==> src/rtl/framebuffer_rect_fill_defines.svh <==
// assertion macros shared by the rectangle fill engine
`ifndef FRAMEBUFFER_RECT_FILL_DEFINES_SVH
`define FRAMEBUFFER_RECT_FILL_DEFINES_SVH

// same-cycle implication, sampled on clk, off while rst_n is low
`define RFILL_ASSERT_NOW(lbl, ante, cons) \
    lbl: assert property (@(posedge clk) disable iff (!rst_n) (ante) |-> (cons)) \
        else $error("rfill check failed");

// next-cycle implication, sampled on clk, off while rst_n is low
`define RFILL_ASSERT_NEXT(lbl, ante, cons) \
    lbl: assert property (@(posedge clk) disable iff (!rst_n) (ante) |=> (cons)) \
        else $error("rfill check failed");

`endif

==> src/rtl/rfill_pkg.sv <==
// shared constants, config type and helpers for the rectangle fill engine
package rfill_pkg;

    // pixel format codes
    localparam logic [2:0] FMT_1BPP  = 3'd0;
    localparam logic [2:0] FMT_8BPP  = 3'd1;
    localparam logic [2:0] FMT_16BPP = 3'd2;
    localparam logic [2:0] FMT_24BPP = 3'd3;
    localparam logic [2:0] FMT_32BPP = 3'd4;

    // configuration register indexes
    localparam logic [1:0] REG_FRAME_BASE   = 2'd0;
    localparam logic [1:0] REG_ROW_STRIDE   = 2'd1;
    localparam logic [1:0] REG_PIXEL_FORMAT = 2'd2;

    // item kinds
    localparam logic KIND_START   = 1'b0;
    localparam logic KIND_ADVANCE = 1'b1;

    localparam logic [31:0] FRAME_BASE_RESET   = 32'd0;
    localparam logic [15:0] ROW_STRIDE_RESET   = 16'd960;
    localparam logic [2:0]  PIXEL_FORMAT_RESET = FMT_16BPP;

    localparam logic [31:0] ALPHA_OPAQUE = 32'hff00_0000;
    localparam logic [7:0]  BYTE_ONES    = 8'hff;

    typedef struct packed {
        logic [31:0] frame_base;
        logic [15:0] row_stride;
        logic [2:0]  pixel_format;
    } rfill_cfg_t;

    // width of one queued command, must match the layout in front and back
    function automatic int cmd_bits(input int coord_bits);
        return 3 * coord_bits + 87;
    endfunction

    function automatic logic [2:0] bytes_per_write(input logic [2:0] fmt);
        logic [2:0] bpw;
        unique case (fmt)
            FMT_1BPP:  bpw = 3'd1;
            FMT_8BPP:  bpw = 3'd1;
            FMT_16BPP: bpw = 3'd2;
            FMT_24BPP: bpw = 3'd3;
            FMT_32BPP: bpw = 3'd4;
            default:   bpw = 3'd1;
        endcase
        return bpw;
    endfunction

endpackage

==> src/rtl/rfill_front.sv <==
// front end: classifies items and precomputes rectangle setup for the back end
module rfill_front
    import rfill_pkg::*;
#(
    parameter int COORD_BITS = 12
) (
    input  rfill_cfg_t                          cfg,
    input  logic                                kind,
    input  logic [COORD_BITS-1:0]               rect_x,
    input  logic [COORD_BITS-1:0]               rect_y,
    input  logic [COORD_BITS-1:0]               rect_w,
    input  logic [COORD_BITS-1:0]               rect_h,
    input  logic [23:0]                         fill_color,
    output logic [cmd_bits(COORD_BITS)-1:0]     cmd_data
);

    typedef struct packed {
        logic                  kind;
        logic                  rect_ok;
        logic [2:0]            format;
        logic [31:0]           row_address;
        logic [COORD_BITS-1:0] rows;
        logic [COORD_BITS:0]   col_start;
        logic [COORD_BITS:0]   col_end;
        logic [31:0]           pixel_word;
        logic [7:0]            left_mask;
        logic [7:0]            right_mask;
    } rfill_cmd_t;

    rfill_cmd_t              cmd;
    logic [15+COORD_BITS:0]  row_offset;
    logic [COORD_BITS:0]     x_ext;
    logic [COORD_BITS:0]     w_ext;
    logic [COORD_BITS:0]     right_col;

    always_comb
    begin
        x_ext      = {1'b0, rect_x};
        w_ext      = {1'b0, rect_w};
        right_col  = x_ext + w_ext - 1'b1;
        row_offset = cfg.row_stride * rect_y;

        cmd.kind        = kind;
        cmd.rect_ok     = (rect_w != '0) && (rect_h != '0) && (cfg.pixel_format <= FMT_32BPP);
        cmd.format      = cfg.pixel_format;
        cmd.row_address = cfg.frame_base + 32'(row_offset);
        cmd.rows        = rect_h;

        if (cfg.pixel_format == FMT_1BPP)
        begin
            // byte columns, leftmost pixel in the msb
            cmd.col_start  = x_ext >> 3;
            cmd.col_end    = (right_col >> 3) + 1'b1;
            cmd.left_mask  = BYTE_ONES >> rect_x[2:0];
            cmd.right_mask = BYTE_ONES << (3'd7 - right_col[2:0]);
        end
        else
        begin
            cmd.col_start  = x_ext;
            cmd.col_end    = x_ext + w_ext;
            cmd.left_mask  = BYTE_ONES;
            cmd.right_mask = BYTE_ONES;
        end

        unique case (cfg.pixel_format)
            FMT_1BPP:  cmd.pixel_word = fill_color[0] ? 32'(BYTE_ONES) : 32'd0;
            FMT_8BPP:  cmd.pixel_word = {24'd0, fill_color[7:0]};
            FMT_16BPP: cmd.pixel_word = {16'd0, fill_color[15:0]};
            FMT_24BPP: cmd.pixel_word = {8'd0, fill_color};
            FMT_32BPP: cmd.pixel_word = {8'd0, fill_color} | ALPHA_OPAQUE;
            default:   cmd.pixel_word = 32'd0;
        endcase
    end

    assign cmd_data = cmd;

endmodule

==> src/rtl/rfill_queue.sv <==
// small register queue between the front and back ends
module rfill_queue
    import rfill_pkg::*;
#(
    parameter int WIDTH = 123,
    parameter int DEPTH = 4
) (
    input  logic             clk,
    input  logic             rst_n,
    input  logic             push,
    input  logic [WIDTH-1:0] push_data,
    input  logic             pop,
    output logic [WIDTH-1:0] pop_data,
    output logic             full,
    output logic             empty
);

    localparam int PTR_W = (DEPTH > 1) ? $clog2(DEPTH) : 1;
    localparam int CNT_W = $clog2(DEPTH + 1);

    logic [WIDTH-1:0] entry_reg [DEPTH];
    logic [PTR_W-1:0] wr_ptr_reg, wr_ptr_next;
    logic [PTR_W-1:0] rd_ptr_reg, rd_ptr_next;
    logic [CNT_W-1:0] count_reg, count_next;

    always_comb
    begin
        wr_ptr_next = wr_ptr_reg;
        rd_ptr_next = rd_ptr_reg;
        count_next  = count_reg;
        if (push)
        begin
            wr_ptr_next = (wr_ptr_reg == PTR_W'(DEPTH - 1)) ? '0 : wr_ptr_reg + 1'b1;
        end
        if (pop)
        begin
            rd_ptr_next = (rd_ptr_reg == PTR_W'(DEPTH - 1)) ? '0 : rd_ptr_reg + 1'b1;
        end
        unique case ({push, pop})
            2'b10:   count_next = count_reg + 1'b1;
            2'b01:   count_next = count_reg - 1'b1;
            default: count_next = count_reg;
        endcase
    end

    always_ff @(posedge clk or negedge rst_n)
    begin
        if (!rst_n)
        begin
            wr_ptr_reg <= '0;
            rd_ptr_reg <= '0;
            count_reg  <= '0;
        end
        else
        begin
            wr_ptr_reg <= wr_ptr_next;
            rd_ptr_reg <= rd_ptr_next;
            count_reg  <= count_next;
        end
    end

    always_ff @(posedge clk)
    begin
        if (push)
        begin
            entry_reg[wr_ptr_reg] <= push_data;
        end
    end

    assign pop_data = entry_reg[rd_ptr_reg];
    assign full     = (count_reg == CNT_W'(DEPTH));
    assign empty    = (count_reg == '0);

endmodule

==> src/rtl/rfill_back.sv <==
// back end: walks the rectangle and issues one memory write per advance while a fill is in progress
module rfill_back
    import rfill_pkg::*;
#(
    parameter int COORD_BITS = 12
) (
    input  logic                            clk,
    input  logic                            rst_n,
    input  rfill_cfg_t                      cfg,
    input  logic [cmd_bits(COORD_BITS)-1:0] cmd_data,
    input  logic                            cmd_valid,
    output logic                            cmd_pop,
    output logic                            out_valid,
    input  logic                            out_stall,
    output logic [31:0]                     write_address,
    output logic [31:0]                     write_data,
    output logic [2:0]                      byte_count,
    output logic [7:0]                      bit_mask,
    output logic                            last_write
);

    typedef struct packed {
        logic                  kind;
        logic                  rect_ok;
        logic [2:0]            format;
        logic [31:0]           row_address;
        logic [COORD_BITS-1:0] rows;
        logic [COORD_BITS:0]   col_start;
        logic [COORD_BITS:0]   col_end;
        logic [31:0]           pixel_word;
        logic [7:0]            left_mask;
        logic [7:0]            right_mask;
    } rfill_cmd_t;

    rfill_cmd_t cmd;

    // walk state
    logic                  busy_reg, busy_next;
    logic [2:0]            format_reg, format_next;
    logic [31:0]           row_address_reg, row_address_next;
    logic [COORD_BITS-1:0] rows_left_reg, rows_left_next;
    logic [COORD_BITS:0]   col_pos_reg, col_pos_next;
    logic [COORD_BITS:0]   col_start_reg, col_start_next;
    logic [COORD_BITS:0]   col_end_reg, col_end_next;
    logic [31:0]           pixel_word_reg, pixel_word_next;
    logic [7:0]            left_mask_reg, left_mask_next;
    logic [7:0]            right_mask_reg, right_mask_next;

    // output register
    logic        out_valid_reg, out_valid_next;
    logic [31:0] address_reg, address_next;
    logic [31:0] data_reg, data_next;
    logic [2:0]  count_reg, count_next;
    logic [7:0]  mask_reg, mask_next;
    logic        last_reg, last_next;

    logic                  can_issue;
    logic                  issue;
    logic [COORD_BITS:0]   col_inc;
    logic                  row_done;
    logic                  last_col;
    logic [2:0]            bpw;
    logic [COORD_BITS+2:0] col_ext;
    logic [COORD_BITS+2:0] byte_offset;
    logic [7:0]            mask;

    assign cmd       = rfill_cmd_t'(cmd_data);
    assign can_issue = !out_valid_reg || !out_stall;
    assign cmd_pop   = cmd_valid && can_issue;
    assign issue     = cmd_pop && (cmd.kind == KIND_ADVANCE) && busy_reg;

    always_comb
    begin
        bpw      = bytes_per_write(format_reg);
        col_inc  = col_pos_reg + 1'b1;
        row_done = (col_inc == col_end_reg);
        last_col = row_done && (rows_left_reg == COORD_BITS'(1));
        col_ext  = {2'b00, col_pos_reg};

        // column times bytes per pixel, at most four
        unique case (bpw)
            3'd2:    byte_offset = col_ext << 1;
            3'd3:    byte_offset = col_ext + (col_ext << 1);
            3'd4:    byte_offset = col_ext << 2;
            default: byte_offset = col_ext;
        endcase

        mask = BYTE_ONES;
        if (format_reg == FMT_1BPP)
        begin
            if (col_pos_reg == col_start_reg)
            begin
                mask = mask & left_mask_reg;
            end
            if (row_done)
            begin
                mask = mask & right_mask_reg;
            end
        end
    end

    always_comb
    begin
        busy_next        = busy_reg;
        format_next      = format_reg;
        row_address_next = row_address_reg;
        rows_left_next   = rows_left_reg;
        col_pos_next     = col_pos_reg;
        col_start_next   = col_start_reg;
        col_end_next     = col_end_reg;
        pixel_word_next  = pixel_word_reg;
        left_mask_next   = left_mask_reg;
        right_mask_next  = right_mask_reg;

        out_valid_next = out_valid_reg && out_stall;
        address_next   = address_reg;
        data_next      = data_reg;
        count_next     = count_reg;
        mask_next      = mask_reg;
        last_next      = last_reg;

        if (cmd_pop && (cmd.kind == KIND_START))
        begin
            // a start replaces whatever is in progress
            busy_next        = cmd.rect_ok;
            format_next      = cmd.format;
            row_address_next = cmd.row_address;
            rows_left_next   = cmd.rows;
            col_pos_next     = cmd.col_start;
            col_start_next   = cmd.col_start;
            col_end_next     = cmd.col_end;
            pixel_word_next  = cmd.pixel_word;
            left_mask_next   = cmd.left_mask;
            right_mask_next  = cmd.right_mask;
        end
        else if (issue)
        begin
            out_valid_next = 1'b1;
            address_next   = row_address_reg + 32'(byte_offset);
            data_next      = pixel_word_reg;
            count_next     = bpw;
            mask_next      = mask;
            last_next      = last_col;

            if (last_col)
            begin
                busy_next      = 1'b0;
                rows_left_next = '0;
                col_pos_next   = col_inc;
            end
            else if (row_done)
            begin
                row_address_next = row_address_reg + {16'd0, cfg.row_stride};
                rows_left_next   = rows_left_reg - 1'b1;
                col_pos_next     = col_start_reg;
            end
            else
            begin
                col_pos_next = col_inc;
            end
        end
    end

    always_ff @(posedge clk or negedge rst_n)
    begin
        if (!rst_n)
        begin
            busy_reg      <= 1'b0;
            out_valid_reg <= 1'b0;
        end
        else
        begin
            busy_reg      <= busy_next;
            out_valid_reg <= out_valid_next;
        end
    end

    always_ff @(posedge clk)
    begin
        format_reg      <= format_next;
        row_address_reg <= row_address_next;
        rows_left_reg   <= rows_left_next;
        col_pos_reg     <= col_pos_next;
        col_start_reg   <= col_start_next;
        col_end_reg     <= col_end_next;
        pixel_word_reg  <= pixel_word_next;
        left_mask_reg   <= left_mask_next;
        right_mask_reg  <= right_mask_next;
        address_reg     <= address_next;
        data_reg        <= data_next;
        count_reg       <= count_next;
        mask_reg        <= mask_next;
        last_reg        <= last_next;
    end

    assign out_valid     = out_valid_reg;
    assign write_address = address_reg;
    assign write_data    = data_reg;
    assign byte_count    = count_reg;
    assign bit_mask      = mask_reg;
    assign last_write    = last_reg;

endmodule

==> src/rtl/framebuffer_rect_fill.sv <==
// top level of the solid rectangle fill engine
//
//  channel   signals                                          direction
//  input     in_valid, in_stall, kind, rect_x/y/w/h, fill_color  in (stall out)
//  output    out_valid, out_stall, write_address, write_data,
//            byte_count, bit_mask, last_write                  out (stall in)
//  config    cfg_write_en, cfg_index, cfg_data                 in
//
// one item per cycle sustained while out_stall is low; an advance is registered in the
// command queue, then its write is registered in the walker's output register
// reset is asynchronous: config and control registers go to their defaults and the engine is idle
// out_stall holds the output register; the QUEUE_DEPTH entry queue absorbs
// items meanwhile and in_stall is high only while that queue is full
module framebuffer_rect_fill
    import rfill_pkg::*;
#(
    parameter int COORD_BITS  = 12,
    parameter int QUEUE_DEPTH = 4
) (
    input  logic                  clk,
    input  logic                  rst_n,

    input  logic                  in_valid,
    output logic                  in_stall,
    input  logic                  kind,
    input  logic [COORD_BITS-1:0] rect_x,
    input  logic [COORD_BITS-1:0] rect_y,
    input  logic [COORD_BITS-1:0] rect_w,
    input  logic [COORD_BITS-1:0] rect_h,
    input  logic [23:0]           fill_color,

    output logic                  out_valid,
    input  logic                  out_stall,
    output logic [31:0]           write_address,
    output logic [31:0]           write_data,
    output logic [2:0]            byte_count,
    output logic [7:0]            bit_mask,
    output logic                  last_write,

    input  logic                  cfg_write_en,
    input  logic [1:0]            cfg_index,
    input  logic [31:0]           cfg_data
);

`include "framebuffer_rect_fill_defines.svh"

    localparam int CMD_W = cmd_bits(COORD_BITS);

    rfill_cfg_t       cfg_reg, cfg_next;
    logic [CMD_W-1:0] front_cmd;
    logic [CMD_W-1:0] queue_cmd;
    logic             queue_full;
    logic             queue_empty;
    logic             queue_push;
    logic             queue_pop;

    always_comb
    begin
        cfg_next = cfg_reg;
        if (cfg_write_en)
        begin
            unique case (cfg_index)
                REG_FRAME_BASE:   cfg_next.frame_base   = cfg_data;
                REG_ROW_STRIDE:   cfg_next.row_stride   = cfg_data[15:0];
                REG_PIXEL_FORMAT: cfg_next.pixel_format = cfg_data[2:0];
                default:          cfg_next = cfg_reg;
            endcase
        end
    end

    always_ff @(posedge clk or negedge rst_n)
    begin
        if (!rst_n)
        begin
            cfg_reg.frame_base   <= FRAME_BASE_RESET;
            cfg_reg.row_stride   <= ROW_STRIDE_RESET;
            cfg_reg.pixel_format <= PIXEL_FORMAT_RESET;
        end
        else
        begin
            cfg_reg <= cfg_next;
        end
    end

    assign in_stall   = queue_full;
    assign queue_push = in_valid && !queue_full;

    rfill_front #(
        .COORD_BITS (COORD_BITS)
    ) u_front (
        .cfg        (cfg_reg),
        .kind       (kind),
        .rect_x     (rect_x),
        .rect_y     (rect_y),
        .rect_w     (rect_w),
        .rect_h     (rect_h),
        .fill_color (fill_color),
        .cmd_data   (front_cmd)
    );

    rfill_queue #(
        .WIDTH (CMD_W),
        .DEPTH (QUEUE_DEPTH)
    ) u_queue (
        .clk       (clk),
        .rst_n     (rst_n),
        .push      (queue_push),
        .push_data (front_cmd),
        .pop       (queue_pop),
        .pop_data  (queue_cmd),
        .full      (queue_full),
        .empty     (queue_empty)
    );

    rfill_back #(
        .COORD_BITS (COORD_BITS)
    ) u_back (
        .clk           (clk),
        .rst_n         (rst_n),
        .cfg           (cfg_reg),
        .cmd_data      (queue_cmd),
        .cmd_valid     (!queue_empty),
        .cmd_pop       (queue_pop),
        .out_valid     (out_valid),
        .out_stall     (out_stall),
        .write_address (write_address),
        .write_data    (write_data),
        .byte_count    (byte_count),
        .bit_mask      (bit_mask),
        .last_write    (last_write)
    );

    // edge masks never cancel out, so a write always touches some bit
    `RFILL_ASSERT_NOW(a_mask_nonempty, out_valid, bit_mask != 8'h00)
    // partial masks only exist for single-byte writes
    `RFILL_ASSERT_NOW(a_wide_mask_full, out_valid && (byte_count != 3'd1), bit_mask == BYTE_ONES)
    // once the final write of a rectangle is taken the walker is idle
    `RFILL_ASSERT_NEXT(a_last_ends_fill, out_valid && !out_stall && last_write, !out_valid)

endmodule
==> config.mk <==
export PLATFORM = sky130hd
export DESIGN_NAME = framebuffer_rect_fill
export DESIGN_NICKNAME = d
export VERILOG_FILES = /design/src/rtl/rfill_pkg.sv /design/src/rtl/rfill_front.sv /design/src/rtl/rfill_queue.sv /design/src/rtl/rfill_back.sv /design/src/rtl/framebuffer_rect_fill.sv
export VERILOG_INCLUDE_DIRS = /design/src /design/src/rtl
export SDC_FILE = /design/constraint.sdc
export NUM_CORES = 1
export LEC_CHECK = 0
export BUFFER_PORTS_ARGS = -buffer_cell sky130_fd_sc_hd__buf_4
export CAP_MARGIN = 20
export CORE_AREA = 2 2 311 313
export DETAILED_ROUTE_END_ITERATION = 7
export DIE_AREA = 0 0 313 315
export PLACE_DENSITY = 0.66
export SETUP_SLACK_MARGIN = 0.15
export SLEW_MARGIN = 20
export SYNTH_ARGS = -nofsm -noshare
export SYNTH_HDL_FRONTEND = slang
export SYNTH_SLANG_ARGS = --single-unit
==> constraint.sdc <==
create_clock -name clk -period 8.9 [get_ports clk]
set_input_delay 0 -clock clk [delete_from_list [all_inputs] [get_ports clk]]
set_output_delay 0 -clock clk [all_outputs]
set_load 0.02 [all_outputs]
==> key figures <==
Yosys
  • Cell taking the most area after synthesis: sky130_fd_sc_hd__edfxtp_1
  • Post-Synthesis Net Count: 3203
  • Syn avg cell area: 13.6 sq um
  • Share of the yosys chip area belonging to registers: 55.2%
  • Dominant cells by area after synthesis: sky130_fd_sc_hd__edfxtp_1 51%, sky130_fd_sc_hd__fa_1 9.1%, sky130_fd_sc_hd__mux4_2 6.7%
  • Ys async rst share: 8.51%
  • Synth unique cells: 84
  • Primary flip-flop cell chosen by synthesis mapping: sky130_fd_sc_hd__edfxtp_1
  • Top cell type's share of synthesized area: 51.2%
  • Post-synthesis cell area: 0.0378 sq mm
  • Number of synthesized flops with an enable pin: 645
  • YS warnings: 0
  • Number of instances in the synthesized netlist: 2777
  • Flip-flop and latch count after synthesis: 705

STA
  • Max-slew violations: 0
  • Total negative slack: 0 ns
  • Minimum clock period: 6.15 ns
  • Hold violation count in the final report: 0
  • Slew @ Worst Pin: 1.05 ns
  • Final setup violation count: 0
  • Final worst clock skew: 0.0359 ns
  • Highest Clock Rate: 163 MHz
  • Final period util: 69.1%
  • RSZ-0062 raised after global routing: no
  • Normalized max-slew margin: 30.2%

Clocking
  • CTS tree: done
  • Clock tree root driver cell: sky130_fd_sc_hd__clkbuf_16
  • Post-CTS setup buffer count: 0
  • Clock latency reported for the late side of the worst-skew pair: 0.64 ns
  • Post-CTS sizing: 0
  • Inserted Clock Buffers: 74
  • Buffer depth of the longest clock path: 3
  • Clock net sink count: 705
  • Reg clk slew, reported paths: 0.06 ns
  • Count of H-tree levels built during CTS: 3

Setup path
  • Top fanout value on the critical path: 14
  • Startpoint Class: register
  • R2R depth: 20
  • Biggest cell delay along the critical path: 0.58 ns
  • Data arrival, critical path: 6.51 ns
  • Setup slack of the most critical reg-to-reg path: 2.75 ns
  • Top cell family by delay on the critical path: adder cells
  • Startpoint of the lowest-slack register-to-register path: cfg_reg[14]
  • Cell chain of the critical path: and2_1 -> fa_1 -> inv_1 -> fa_1 -> inv_1 -> fa_1 -> fa_1 -> inv_1 -> fa_1 -> inv_1 -> ha_1 -> and3_1 -> and3_1 -> a21oi_1 -> a211o_1 -> o21bai_1 -> o41ai_1 -> o211ai_1 -> a21oi_1 -> xnor2_1
  • Crit-path most repeated cell: sky130_fd_sc_hd__fa_1
  • Endpoint required time on the critical path: 9.26 ns
  • Terminus of the critical flop-to-flop path: u_queue.entry_reg[1][115]
  • Class of the most critical setup path: reg -> reg
  • Category of the worst setup path capture point: register
  • Critical-path top delay cell: sky130_fd_sc_hd__dfrtp_1
  • Critical path buffers and inverters: 4

Run status
  • Result of the run: complete, no violations

Hold path
  • Worst hold path type: in -> reg
  • Cell depth of the worst min-delay path: 5
  • Endpoint of the worst hold-timing path: cfg_reg[33]
  • Hold Startpoint: cfg_index[0]

Layout
  • Final Instance Area: 0.0439 sq mm
  • Antenna cell count: 0
  • Max FFs per register: 452
  • Number of nets in the final layout: 3463
  • Synth-to-Final Area Change: 16.2%
  • Ratio of cells with drive above 1 in the final layout: 16.5%

Routing
  • Met3 wirelength from detailed routing: 4090 um
  • Count of TritonRoute iterations in the first routing pass: 5
  • Met2 Wirelength: 42400 um
  • Overall routed net length: 86900 um
  • Number of vias in the routed layout: 22700
  • Post-route DRC: 0
  • Number of nets with antenna violations after detailed routing: 0
  • Length of routed wiring on met1: 37500 um
  • Avg Vias per Cell: 5.20
  • Number of violations reported at the end of detailed-routing iteration 0: 1648
  • Top layer used by detailed routing: met5
  • WL/cell: 19.9 um

Placed design
  • Placed Area: 0.0405 sq mm
  • Weighted congestion at the end of routability-driven global placement: 0.857
  • Number of port buffers: 189
  • DPL Wire Length: 60100 um

Job
  • Max-Cap Viols: 0

Global routing
  • Overall global routing resource usage: 17.7%
  • Via count of the first global-routing pass: 23300
  • Number of antenna violations at the first check in global routing: 4
  • Largest net degree at the start of global routing: 81
  • Remaining global-route overflow: 0
  • First-pass GRT wire length: 135000 um

Floorplanning
  • Initial Utilization: 39.5%
  • DIE AREA: 0.0986 sq mm
  • Core Box Area: 0.0957 sq mm
  • Placement Rows: 114
  • Horizontal die dimension: 313 um
  • Die Y-Extent: 315 um
  • Boundary pin count: 190
[worst register-to-register path, stage by stage (launching register included)]
cell,delay [ns]
sky130_fd_sc_hd__dfrtp_1,0.58
sky130_fd_sc_hd__and2_1,0.29
sky130_fd_sc_hd__fa_1,0.53
sky130_fd_sc_hd__inv_1,0.05
sky130_fd_sc_hd__fa_1,0.47
sky130_fd_sc_hd__inv_1,0.05
sky130_fd_sc_hd__fa_1,0.48
sky130_fd_sc_hd__fa_1,0.54
sky130_fd_sc_hd__inv_1,0.05
sky130_fd_sc_hd__fa_1,0.50
sky130_fd_sc_hd__inv_1,0.05
sky130_fd_sc_hd__ha_1,0.35
sky130_fd_sc_hd__and3_1,0.23
sky130_fd_sc_hd__and3_1,0.18
sky130_fd_sc_hd__a21oi_1,0.19
sky130_fd_sc_hd__a211o_1,0.22
sky130_fd_sc_hd__o21bai_1,0.13
sky130_fd_sc_hd__o41ai_1,0.52
sky130_fd_sc_hd__o211ai_1,0.15
sky130_fd_sc_hd__a21oi_1,0.22
sky130_fd_sc_hd__xnor2_1,0.14
[synthesized netlist by cell type (7+ instances only)]
cell	instances
sky130_fd_sc_hd__buf_4	7
sky130_fd_sc_hd__o21ai_0	94
sky130_fd_sc_hd__a21o_1	29
sky130_fd_sc_hd__xnor2_1	102
sky130_fd_sc_hd__and3_1	16
sky130_fd_sc_hd__nand2_1	280
sky130_fd_sc_hd__edfxtp_1	645
sky130_fd_sc_hd__nand4_1	14
sky130_fd_sc_hd__o21a_1	14
sky130_fd_sc_hd__o21ai_1	7
sky130_fd_sc_hd__o22ai_1	11
sky130_fd_sc_hd__o21bai_1	10
sky130_fd_sc_hd__o211ai_1	7
sky130_fd_sc_hd__ha_1	142
sky130_fd_sc_hd__nand2b_1	19
sky130_fd_sc_hd__mux4_2	113
sky130_fd_sc_hd__fa_1	172
sky130_fd_sc_hd__a31oi_1	7
sky130_fd_sc_hd__or3_1	9
sky130_fd_sc_hd__xor2_1	53
sky130_fd_sc_hd__dfrtp_1	55
sky130_fd_sc_hd__nor2_1	89
sky130_fd_sc_hd__clkbuf_1	89
sky130_fd_sc_hd__nor2b_1	25
sky130_fd_sc_hd__and2_1	120
sky130_fd_sc_hd__mux2i_1	18
sky130_fd_sc_hd__mux2_2	37
sky130_fd_sc_hd__buf_1	12
sky130_fd_sc_hd__o221ai_1	9
sky130_fd_sc_hd__nand3_1	38
sky130_fd_sc_hd__inv_1	288
sky130_fd_sc_hd__nor3_1	21
sky130_fd_sc_hd__o31ai_1	18
sky130_fd_sc_hd__a21oi_1	87
sky130_fd_sc_hd__nor4_1	17
[logic make-up after synthesis]
| group | Yosys count | share of synthesized area, % |
|---|---|---|
| and+or+nand+nor | 687 | 9.03 |
| xor gates and xnor gates | 156 | 3.63 |
| adders and majority gates | 314 | 13.8 |
| DFF | 705 | 55.2 |
| AOI/OAI and AO/OA | 343 | 5.86 |
| muxes | 168 | 8.31 |
| buffers and inverters | 404 | 4.12 |
[metrics by stage]
stage	worst slack [ns]	utilization (%)	hold slack, ns	cells
6_report	2.75	45.9	0.0398	4373
5_1_grt	2.41	45.9	0.0172	4373
4_1_cts	2.77	45.9	0.00987	4373
3_5_place_dp	2.76	42.4	-0.0209	4148
3_3_place_gp	2.83	42.4	-0.0278	4148
2_1_floorplan	3.16	-	-0.296	2777
[cell usage in the layout (no fill, tap or decap), types with 25 or more instances in the layout]
cell	instances
sky130_fd_sc_hd__a21o_1	29
sky130_fd_sc_hd__mux2_2	37
sky130_fd_sc_hd__dlygate4sd3_1	88
sky130_fd_sc_hd__a21oi_1	86
sky130_fd_sc_hd__xnor2_1	102
sky130_fd_sc_hd__xor2_1	53
sky130_fd_sc_hd__mux4_2	113
sky130_fd_sc_hd__nor2_1	89
sky130_fd_sc_hd__dfrtp_1	53
sky130_fd_sc_hd__clkbuf_16	75
sky130_fd_sc_hd__inv_1	288
sky130_fd_sc_hd__ha_1	142
sky130_fd_sc_hd__and2_1	116
sky130_fd_sc_hd__nand2_1	280
sky130_fd_sc_hd__buf_4	208
sky130_fd_sc_hd__nor2b_1	25
sky130_fd_sc_hd__edfxtp_1	645
sky130_fd_sc_hd__nand3_1	38
sky130_fd_sc_hd__fa_1	172
sky130_fd_sc_hd__o21ai_0	94
[layer usage]
metal  vias to the layer above  global-route usage, %
met5                         -                      0
met4                         4                   6.11
met3                       141                   2.72
met2                       531                   29.8
met1                     11600                   23.5
li1                      10400                      -
[what timing repair did]
action,4_1_cts,5_1_grt
hold buffers,89,0
setup endpoints to repair,0,0
endpoints found under the hold margin,339,0
[how the worst max path moves through the flow]
stage	slack (ns)	cells after the start	to	startpoint
finish	2.75	20	u_queue.entry_reg[1][115]	cfg_reg[14]
global placement	2.83	20	u_queue.entry_reg[2][115]	cfg_reg[14]
global route	2.41	20	u_queue.entry_reg[1][115]	cfg_reg[14]
detailed placement	2.76	20	u_queue.entry_reg[0][115]	cfg_reg[14]
CTS	2.77	20	u_queue.entry_reg[1][115]	cfg_reg[14]
floorplan	3.16	21	u_queue.entry_reg[0][115]	cfg_reg[12]
[layout make-up]
| class | count | area (sq um) |
|---|---|---|
| repair buffers | 298 | 2480 |
| fillers | 8335 | 51800 |
| inverters | 290 | 1090 |
| clock buffers | 94 | 1980 |
| flip-flops and latches | 705 | 20900 |
| multi-input cells | 1668 | 15400 |
| well taps | 1276 | 1600 |
| clock inverters | 42 | 480 |
Power is left out: the tool's default activity adds up to more than one toggle a clock period on the data nets, which glitch-free logic cannot reach.
